===== config.mk =====
export PLATFORM = sky130hd
export DESIGN_NAME = echo_distance_median_filter
export DESIGN_NICKNAME = d
export VERILOG_FILES = /design/src/edmf_pkg.sv /design/src/edmf_convert.sv /design/src/edmf_median.sv /design/src/echo_distance_median_filter.sv
export SDC_FILE = /design/constraint.sdc
export NUM_CORES = 2
export LEC_CHECK = 0
export ABC_AREA = 0
export BUFFER_PORTS_ARGS = -buffer_cell sky130_fd_sc_hd__buf_2
export CAP_MARGIN = 15
export CORE_MARGIN = 2
export CORE_UTILIZATION = 35
export DETAILED_ROUTE_END_ITERATION = 8
export PLACE_DENSITY = 0.52
export SLEW_MARGIN = 20
export SYNTH_ARGS = -nofsm -noshare
export SYNTH_HDL_FRONTEND = slang
export SYNTH_HIERARCHICAL = 1
export SYNTH_SLANG_ARGS = --single-unit

===== constraint.sdc =====
create_clock -name clk -period 16.75 [get_ports clk]
set_input_delay 0.8375 -clock clk [delete_from_list [all_inputs] [get_ports clk]]
set_output_delay 0.8375 -clock clk [all_outputs]
set_load 0.01 [all_outputs]

===== src/edmf_pkg.sv =====
`timescale 1ns / 1ps
// ----------------------------------------------------------------------------
// edmf_pkg
// Shared types, constants and register codes of the echo distance median
// filter.
// ----------------------------------------------------------------------------
package edmf_pkg;

  // field widths
  localparam int SIDX_W = 2;
  localparam int ECHO_W = 12;
  localparam int GAIN_W = 16;
  localparam int DIST_W = 16;
  localparam int CFG_W  = 64;
  localparam int CIDX_W = 2;

  // default sensor count and the fixed window length
  localparam int SENSORS_DEF = 4;
  localparam int MAX_SENSORS = 4;
  localparam int WINDOW      = 5;
  localparam int SLOT_W      = $clog2(WINDOW);
  localparam int RANK_W      = $clog2(WINDOW + 1);

  // conversion: distance = echo * gain * 100 / (58 * 2^14)
  localparam int US_PER_CM    = 58;
  localparam int UNITS_PER_CM = 100;
  localparam int GAIN_FRAC    = 14;
  localparam int PROD_W       = ECHO_W + GAIN_W;
  localparam int SCALED_W     = PROD_W + 7;
  localparam int NUM_W        = SCALED_W - GAIN_FRAC;
  localparam int RECIP_SHIFT  = 27;
  localparam longint RECIP_MUL = ((64'd1 << RECIP_SHIFT) + US_PER_CM - 1) / US_PER_CM;
  localparam int RECIP_W      = 22;
  localparam int QPROD_W      = NUM_W + RECIP_W;

  // register reset values
  localparam logic [CFG_W-1:0] GAIN_RESET = 64'd4611756387619323776;
  localparam logic [CFG_W-1:0] MIN_RESET  = '0;
  localparam logic [CFG_W-1:0] MAX_RESET  = '1;

  typedef enum logic [CIDX_W-1:0] {
    CFG_GAIN = 2'd0,
    CFG_MIN  = 2'd1,
    CFG_MAX  = 2'd2
  } edmf_cfg_idx_t;

  typedef logic [DIST_W-1:0] edmf_dist_t;
  typedef edmf_dist_t [WINDOW-1:0] edmf_win_t;

  // per-stage load enables of the conversion pipe
  typedef struct packed {
    logic load_s1;
    logic load_s2;
    logic load_s3;
  } edmf_adv_t;

endpackage


===== src/edmf_convert.sv =====
`timescale 1ns / 1ps
// ----------------------------------------------------------------------------
// edmf_convert
// Three-stage echo time to distance conversion: gain multiply, scale by 100
// with removal of the Q2.14 fraction, then division by 58 via reciprocal.
// ----------------------------------------------------------------------------
module edmf_convert import edmf_pkg::*; (
  input  logic              clk,
  input  edmf_adv_t         adv,
  input  logic [ECHO_W-1:0] echo_us,
  input  logic [GAIN_W-1:0] gain,
  output edmf_dist_t        conv_dist
);

  logic [PROD_W-1:0]   prod;
  logic [NUM_W-1:0]    num;
  logic [SCALED_W-1:0] scaled;
  logic [QPROD_W-1:0]  qprod;

  assign scaled = SCALED_W'(prod) * SCALED_W'(UNITS_PER_CM);
  assign qprod  = QPROD_W'(num) * QPROD_W'(RECIP_MUL);

  always_ff @(posedge clk) begin
    if (adv.load_s1) begin
      prod <= PROD_W'(echo_us) * PROD_W'(gain);
    end
    if (adv.load_s2) begin
      num <= scaled[SCALED_W-1:GAIN_FRAC];
    end
    // reciprocal is exact over the whole numerator range; the quotient
    // never exceeds 28241, so the upper bits hold it without saturation
    if (adv.load_s3) begin
      conv_dist <= qprod[QPROD_W-1:RECIP_SHIFT];
    end
  end

endmodule


===== src/edmf_median.sv =====
`timescale 1ns / 1ps
// ----------------------------------------------------------------------------
// edmf_median
// Median of a five-entry window by rank counting: every entry is compared
// with every other, ties broken by position, and the middle rank is chosen.
// ----------------------------------------------------------------------------
module edmf_median import edmf_pkg::*; (
  input  edmf_win_t  win,
  output edmf_dist_t median
);

  logic [RANK_W-1:0] rank [WINDOW];

  always_comb begin
    for (int i = 0; i < WINDOW; i++) begin
      rank[i] = '0;
      for (int j = 0; j < WINDOW; j++) begin
        if (j != i) begin
          if ((win[j] < win[i]) || ((j < i) && (win[j] == win[i]))) begin
            rank[i] = rank[i] + RANK_W'(1);
          end
        end
      end
    end
  end

  // ranks form a permutation, so exactly one entry sits in the middle
  always_comb begin
    median = '0;
    for (int i = 0; i < WINDOW; i++) begin
      if (rank[i] == RANK_W'(WINDOW / 2)) begin
        median = win[i];
      end
    end
  end

endmodule


===== src/echo_distance_median_filter.sv =====
`timescale 1ns / 1ps
// ----------------------------------------------------------------------------
// echo_distance_median_filter
// Per-sensor echo to distance conversion followed by a five-entry running
// median with min/max clamp.
// ----------------------------------------------------------------------------
// throughput: one beat per cycle while out_ready does not stall, set by
//   the four-register pipeline (gain multiply, scale, reciprocal divide,
//   history update with median)
// the history read-modify-write sits in the last stage alone, so beats for
//   the same sensor follow each other without a hazard
// reset (rst, synchronous): pipeline emptied, histories and write slots
//   cleared to zero, gain/min/max registers back to their defaults
module echo_distance_median_filter import edmf_pkg::*; #(
  parameter int SENSORS = SENSORS_DEF
) (
  input  logic              clk,
  input  logic              rst,
  input  logic              in_valid,
  output logic              in_ready,
  input  logic [SIDX_W-1:0] sensor_index,
  input  logic [ECHO_W-1:0] echo_us,
  output logic              out_valid,
  input  logic              out_ready,
  output logic [SIDX_W-1:0] sensor_id,
  output logic [DIST_W-1:0] distance,
  input  logic              cfg_valid,
  output logic              cfg_ready,
  input  logic [CIDX_W-1:0] cfg_index,
  input  logic [CFG_W-1:0]  cfg_data
);

  logic [CFG_W-1:0] gain_word;
  logic [CFG_W-1:0] min_word;
  logic [CFG_W-1:0] max_word;

  edmf_win_t         history    [SENSORS];
  logic [SLOT_W-1:0] write_slot [SENSORS];

  logic v1, v2, v3;
  logic [SIDX_W-1:0] sid1, sid2, sid3;
  logic adv4;
  edmf_adv_t adv;

  logic [GAIN_W-1:0] gain_sel;
  edmf_dist_t        dist3;

  logic              ok3;
  edmf_win_t         row;
  edmf_win_t         row_next;
  logic [SLOT_W-1:0] slot;
  logic [SLOT_W-1:0] slot_next;
  edmf_dist_t        med;
  edmf_dist_t        hi;
  edmf_dist_t        lo;
  edmf_dist_t        clamped;
  logic              hist_we;

  // configuration: the user writes it only while idle; the block does not enforce this
  assign cfg_ready = 1'b1;

  always_ff @(posedge clk) begin
    if (rst) begin
      gain_word <= GAIN_RESET;
      min_word  <= MIN_RESET;
      max_word  <= MAX_RESET;
    end else if (cfg_valid && cfg_ready) begin
      unique case (cfg_index)
        CFG_GAIN: gain_word <= cfg_data;
        CFG_MIN:  min_word  <= cfg_data;
        CFG_MAX:  max_word  <= cfg_data;
        default: ;
      endcase
    end
  end

  // a stage loads when it is empty or its contents move on
  assign adv4        = !out_valid || out_ready;
  assign adv.load_s3 = !v3 || adv4;
  assign adv.load_s2 = !v2 || adv.load_s3;
  assign adv.load_s1 = !v1 || adv.load_s2;
  assign in_ready    = adv.load_s1;

  always_ff @(posedge clk) begin
    if (rst) begin
      v1        <= 1'b0;
      v2        <= 1'b0;
      v3        <= 1'b0;
      out_valid <= 1'b0;
    end else begin
      if (adv.load_s1) v1 <= in_valid;
      if (adv.load_s2) v2 <= v1;
      if (adv.load_s3) v3 <= v2;
      if (adv4)        out_valid <= v3;
    end
  end

  always_ff @(posedge clk) begin
    if (adv.load_s1) sid1 <= sensor_index;
    if (adv.load_s2) sid2 <= sid1;
    if (adv.load_s3) sid3 <= sid2;
  end

  assign gain_sel = gain_word[sensor_index*GAIN_W +: GAIN_W];

  edmf_convert u_convert (
    .clk       (clk),
    .adv       (adv),
    .echo_us   (echo_us),
    .gain      (gain_sel),
    .conv_dist (dist3)
  );

  // last stage: insert the new distance into the sensor's window
  assign ok3 = {1'b0, sid3} < 3'(SENSORS);

  always_comb begin
    row  = '0;
    slot = '0;
    for (int i = 0; i < SENSORS; i++) begin
      if (sid3 == SIDX_W'(i)) begin
        row  = history[i];
        slot = write_slot[i];
      end
    end
    if (slot >= SLOT_W'(WINDOW)) begin
      slot = '0;
    end
    row_next       = row;
    row_next[slot] = dist3;
    slot_next      = (slot == SLOT_W'(WINDOW - 1)) ? '0 : slot + SLOT_W'(1);
  end

  edmf_median u_median (
    .win    (row_next),
    .median (med)
  );

  assign hi = max_word[sid3*DIST_W +: DIST_W];
  assign lo = min_word[sid3*DIST_W +: DIST_W];

  // max first, then min, so min wins when the two cross
  always_comb begin
    clamped = (med > hi) ? hi : med;
    if (clamped < lo) begin
      clamped = lo;
    end
  end

  assign hist_we = adv4 && v3 && ok3;

  always_ff @(posedge clk) begin
    if (rst) begin
      for (int i = 0; i < SENSORS; i++) begin
        history[i]    <= '0;
        write_slot[i] <= '0;
      end
    end else if (hist_we) begin
      for (int i = 0; i < SENSORS; i++) begin
        if (sid3 == SIDX_W'(i)) begin
          history[i]    <= row_next;
          write_slot[i] <= slot_next;
        end
      end
    end
  end

  always_ff @(posedge clk) begin
    if (adv4 && v3) begin
      sensor_id <= sid3;
      distance  <= ok3 ? clamped : '0;
    end
  end

  // the output register alone never holds off the input
  a_ready_when_empty: assert property (@(posedge clk) disable iff (rst)
    !out_valid |-> in_ready)
    else $error("input stalled with empty output register");

  a_stage3_reaches_out: assert property (@(posedge clk) disable iff (rst)
    v3 && adv4 |=> out_valid)
    else $error("result lost between last stage and output register");

  a_bad_sensor_zero: assert property (@(posedge clk) disable iff (rst)
    out_valid && ({1'b0, sensor_id} >= 3'(SENSORS)) |-> distance == '0)
    else $error("unknown sensor gave a nonzero distance");

  a_min_holds: assert property (@(posedge clk) disable iff (rst)
    out_valid && ({1'b0, sensor_id} < 3'(SENSORS))
      |-> distance >= min_word[sensor_id*DIST_W +: DIST_W])
    else $error("distance below the sensor minimum");

  for (genvar g = 0; g < SENSORS; g++) begin : g_slot_chk
    a_slot_range: assert property (@(posedge clk) disable iff (rst)
      write_slot[g] < SLOT_W'(WINDOW))
      else $error("write slot out of window range");
  end

endmodule


==> Yosys cells after proc, flatten, opt, wreduce, memory -nomap -nowiden <==
Memories as Yosys holds them, arrays and structs flattened.
Index checks and enable logic that the tools add are counted.
{ "word_totals": {"reg_bits": 285, "ramBits": 332, "input_bits": 85, "word_cells": 184, "mem_count": 2} }
{ "mem_list": {"columns": ["memory", "words", "width", "rd", "rd_clocked_by_memory_dff", "write_ports", "line_no", "rtl"], "rows": [
  ["history", 4, 80, 4, 0, 4, "echo_distance_median_filter.sv:37", "edmf_win_t history [SENSORS];"],
  ["write_slot", 4, 3, 4, 0, 4, "echo_distance_median_filter.sv:38", "logic [SLOT_W-1:0] write_slot [SENSORS];"]
]} }
{ "op_classes": {"n_addsub": 16, "n_mul": 3, "magnitude_cmp": 25, "eq_ne": 21, "n_shift": 3, "mux": 66, "bitwise": 8, "reduce_logical": 25} }
{ "op_table": {"columns": ["op", "n"], "rows": [
  ["2-to-1 mux 80 bit", 8],
  ["less-than comparator 16 bit", 21],
  ["indexed part select 64 x 7 -> 16 bit", 3],
  ["== test 16 bit", 10],
  ["2-to-1 mux 16 bit", 8],
  ["bitwise mux 80 bit", 1],
  ["2-to-1 mux 3 bit", 24],
  ["demux 16 bit (select 3 bit)", 1],
  ["adder 3 x 1 -> 3 bit, second input constant", 15],
  ["multiplier 21 x 22 -> 43 bit, second input constant", 1],
  ["multiplier 28 x 5 -> 33 bit, second input constant", 1],
  ["multiplier 12 x 16 -> 28 bit", 1],
  ["2-to-1 mux 1 bit", 23],
  ["> comparator 16 bit", 1],
  ["== test 3 x 2 -> 1 bit, second input constant", 5],
  ["logical OR 1 bit", 14],
  ["bitwise OR 1 bit", 8],
  ["== test 2 bit, second input constant", 3],
  ["AND reduction 2 bit", 3],
  ["== test 2 x 1 -> 1 bit, second input constant", 2],
  ["zero test 1 bit", 4],
  ["zero test 2 bit", 2],
  ["less-than comparator 3 x 4 -> 1 bit, second input constant", 1],
  ["== test 3 bit, second input constant", 1],
  ["5 further kinds", 6]
]} }

==> Logic depth before layout (Yosys ltp) <==
{ "logic_depth": {"word_depth": 30, "mapped_depth": 44} }

==> Modules after synthesis <==
Netlist, hierarchy kept.
{ "modules_own_cells": {"columns": ["module", "instances", "cells_per_inst", "area_per_inst_um2"], "rows": [
  ["echo_distance_median_filter", 1, 2076, 24903.9],
  ["edmf_convert", 1, 1870, 18472.7],
  ["edmf_median", 1, 639, 5296.3]
]} }

==> Worst setup path after synthesis <==
OpenSTA, ideal clock, no wires.
{ "synth_timing": {"path_type": "register to register", "startpoint": "reg sid3[0]", "endpoint": "reg distance[10], data pin", "arrival_ns": 9.464, "required_ns": 16.490, "setup_slack_ns": 7.026, "path_stages_with_launch": 39, "synth_period_minus_slack_ns": 9.724, "cell_sequence": "edfxtp_1 -> buf_6 -> mux4_2 -> xnor2_2 -> buf_4 -> mux2_2 -> ha_1 -> nand4_1 -> or4_1 -> a21o_1 -> a31o_1 -> buf_4 -> ha_1 -> xnor2_1 -> ha_1 -> nor2b_1 -> a311oi_2 -> clkbuf_1 -> (+3 left out) -> ha_1 -> nand4_2 -> nor4_4 -> o21ai_1 -> and3_4 -> nand2b_1 -> buf_6 -> buf_6 -> mux2_4 -> ha_1 -> a21o_1 -> a21o_1 -> a221o_1 -> a2111oi_4 -> nand3_2 -> o21ai_4 -> buf_12 -> mux2_4"} }
{ "synth_rtl": {"columns": ["item", "line_no", "rtl"], "rows": [
  ["start: declaration", "echo_distance_median_filter.sv:41", "logic [SIDX_W-1:0] sid1, sid2, sid3;"],
  ["start signal: assignment", "echo_distance_median_filter.sv:101", "if (adv.load_s3) sid3 <= sid2;"],
  ["end signal: assignment", "echo_distance_median_filter.sv:171", "distance <= ok3 ? clamped : '0;"],
  ["end: declaration", "echo_distance_median_filter.sv:26", "output logic [DIST_W-1:0] distance,"]
]} }

==> metrics.txt <==
post-route fraction of the period consumed by the critical path 72.4%; aggregate global routing overflow 0; starting density of the core 35.3%; minimum clock period after layout 12.13 ns; post-synthesis cell area 48700 um2; number of global-route vias before repair 33969; FF-to-FF path depth 39; number of nets with antenna violations after routing 0; layout filler cell count 13615; wire length of the first global-routing pass 203000 um; Max-Cap Viols 0; required time reported for the critical path endpoint 17.14 ns; highest-count cells in the layout ignoring fill and taps sky130_fd_sc_hd__inv_1 (690), sky130_fd_sc_hd__nand2_1 (580), sky130_fd_sc_hd__ha_1 (555), sky130_fd_sc_hd__edfxtp_1 (421), sky130_fd_sc_hd__nor2_1 (338); measured slew at the worst slew-check pin 0.985 ns; number of gates given a new drive strength after cts 0; proportion of synthesized flip-flops having asynchronous set or reset 0%; number of cells produced by synthesis 4585; largest net degree at the start of global routing 140; most common cell after layout, fill and taps aside sky130_fd_sc_hd__inv_1; startpoint-to-endpoint class of the critical path reg2reg; total area of sequential cells 16600 um2; outcome finished clean; count of clock tree sinks 617; Die Outline Area 142000 um2; ys flop type sky130_fd_sc_hd__edfxtp_1; WHS Path Cells 0; count of final setup violators 0; number of levels the H-tree was split into 3; worst path setup slack after routing 4.62 ns; number of different library cells in the post-synthesis netlist 114; clock latency at the later pin of the worst-skew pair 0.67 ns; top-level port count 106; clock tree buffer depth 3; die width 377 um; total number of yosys warnings 6; post-cts hold buffer count 0; worst slack at placement 4.69 ns; final number of max-transition violations 0; worst slew margin relative to its limit 34.3%; detailed-route wire length per cell 20.2 um; hold_ws 0.419 ns; share of layout cells above drive strength 1 11.3%; total setup buffers inserted after CTS 0; biggest cell delay along the critical path 0.66 ns; Inserted Clock Buffers 72; DRC violation count after routing 0; TritonRoute pass-1 iters 5; number of hold violations in the final report 0; worst-path fanout max 18; overall routing resource usage 18.5%; sequential-to-total area share from yosys stat 34.0%; synthesized netlist net count 5562; gp weighted congestion 0.928; Mean Syn Cell Area 10.6 um2; f_max 82.4 MHz; Slowest cell on crit path sky130_fd_sc_hd__and2_1; growth of design area from synthesis to finish 9.62%; data arrival at the endpoint of the critical path 12.52 ns; root cell of the clock tree sky130_fd_sc_hd__clkbuf_16; Setup TNS 0 ns; type of element capturing the critical path register; RSZ-0062 raised after global routing no; core footprint 138000 um2; per-cell via count in the routed design 5.08; CTS tree yes; #FFs+latches synth 617; dpl hpwl 98700 um; most common cell type on the critical path sky130_fd_sc_hd__ha_1; initial antenna violation count 18; total detailed-routing wirelength 130000 um; final setup skew 0.0653 ns; Worst Setup Start Kind register; vertical die dimension 377 um; Post-synth EDFFs 421; area taken by multi-input logic gates 28700 um2; clock-pin slew reported for the worst setup and hold paths after clock tree synthesis 0.08 ns; placement row count 136; HP Class reg2reg; count of input and output buffers 104; via count of the routed design 32892; number of DRC markers in iteration 0 2197; Post-layout nets 5593
## worst paths after layout
kind                              start           end  slack (ns)
worst max-delay path            sid3[0]  distance[15]        4.62
worst min-delay path            sid1[0]       sid2[0]        0.42
worst max register to register  sid3[0]  distance[15]        4.62
worst min register to register  sid1[0]       sid2[0]        0.42
## sequential cells by signal (all words and copies together) (netlist names), 12 cells and up
signal / count
distance: 16
gain_word: 64
history: 320
max_word: 64
min_word: 64
u_convert/conv_dist: 16
u_convert/num: 21
u_convert/prod: 28
write_slot: 12
## worst max-delay path, delay by kind of cell, from the launching register on
family                     cells  cell delay [ns]
and+or+nand+nor               13             3.46
muxes                          7             2.79
AOI/OAI and AO/OA              8             2.28
buffers and inverters          6             1.61
adders and majority gates      5             1.29
DFF                            1             0.38
## area by class of cell
cell class | count | area share, %
Clock buffer | 91 | 3.72
Tap cell | 1794 | 4.21
Multi-Input combinational cell | 3089 | 53.9
Antenna cell | 5 | 0.0235
Inverter | 694 | 4.89
Timing Repair Buffer | 142 | 1.52
Sequential cell | 617 | 31.0
Clock inverter | 41 | 0.715
## per-layer routing
layer	routed length, um	vias to the layer above	share of wire (%)	global-route usage (%)
met5	182	-	0.14	0
met4	3270	26	2.5	5.15
met3	6050	175	4.6	2.71
met2	61900	663	47	30.8
met1	59100	16350	45	25.2
li1	-	15678	-	-
## cells by family (layout without fill, tap and decap cells)
| group | count (synthesis) | count (layout) | share of synthesized area [%] |
|---|---|---|---|
| other | 1 | 6 | 0.00770 |
| adders and majority gates | 892 | 892 | 28.1 |
| DFF | 617 | 617 | 34.0 |
| xor gates and xnor gates | 55 | 55 | 1.01 |
| AOI/OAI and AO/OA | 525 | 525 | 7.49 |
| and+or+nand+nor | 1350 | 1350 | 13.1 |
| buffers and inverters | 879 | 968 | 7.08 |
| muxes | 266 | 266 | 9.13 |
## cells in the mapped netlist (22+ instances only)
| master | instances | area share (%) |
|---|---|---|
| sky130_fd_sc_hd__a21oi_1 | 224 | 2.3 |
| sky130_fd_sc_hd__xnor2_1 | 38 | 0.68 |
| sky130_fd_sc_hd__ha_1 | 555 | 14 |
| sky130_fd_sc_hd__o21ai_0 | 41 | 0.42 |
| sky130_fd_sc_hd__nand3_1 | 30 | 0.31 |
| sky130_fd_sc_hd__nand3b_1 | 83 | 1.3 |
| sky130_fd_sc_hd__nor2b_1 | 87 | 1.1 |
| sky130_fd_sc_hd__inv_1 | 690 | 5.3 |
| sky130_fd_sc_hd__mux4_2 | 130 | 6.0 |
| sky130_fd_sc_hd__dfxtp_1 | 196 | 8.1 |
| sky130_fd_sc_hd__and2_1 | 77 | 0.99 |
| sky130_fd_sc_hd__mux2_2 | 29 | 0.67 |
| sky130_fd_sc_hd__nand2_1 | 580 | 4.5 |
| sky130_fd_sc_hd__o21a_1 | 22 | 0.34 |
| sky130_fd_sc_hd__nand4_1 | 46 | 0.59 |
| sky130_fd_sc_hd__a211oi_1 | 27 | 0.42 |
| sky130_fd_sc_hd__a21o_1 | 47 | 0.72 |
| sky130_fd_sc_hd__clkbuf_1 | 138 | 1.1 |
| sky130_fd_sc_hd__mux2i_1 | 86 | 1.8 |
| sky130_fd_sc_hd__nor2_1 | 338 | 2.6 |
| sky130_fd_sc_hd__nor3_1 | 24 | 0.25 |
| sky130_fd_sc_hd__edfxtp_1 | 421 | 26 |
| sky130_fd_sc_hd__fa_1 | 337 | 14 |
## metrics by stage
stage | cells | utilization, % | cell area (um2)
6_report | 6473 | 38.7 | 53400
4_1_cts | 6468 | 38.7 | 53300
2_1_floorplan | 4585 | - | 48700
3_3_place_gp | 6336 | 37.0 | 51000
5_1_grt | 6470 | 38.7 | 53300
3_5_place_dp | 6336 | 37.0 | 51000
Power is not shown: default switching activity piles up to over one toggle a cycle in this logic, so the estimate is an artifact.
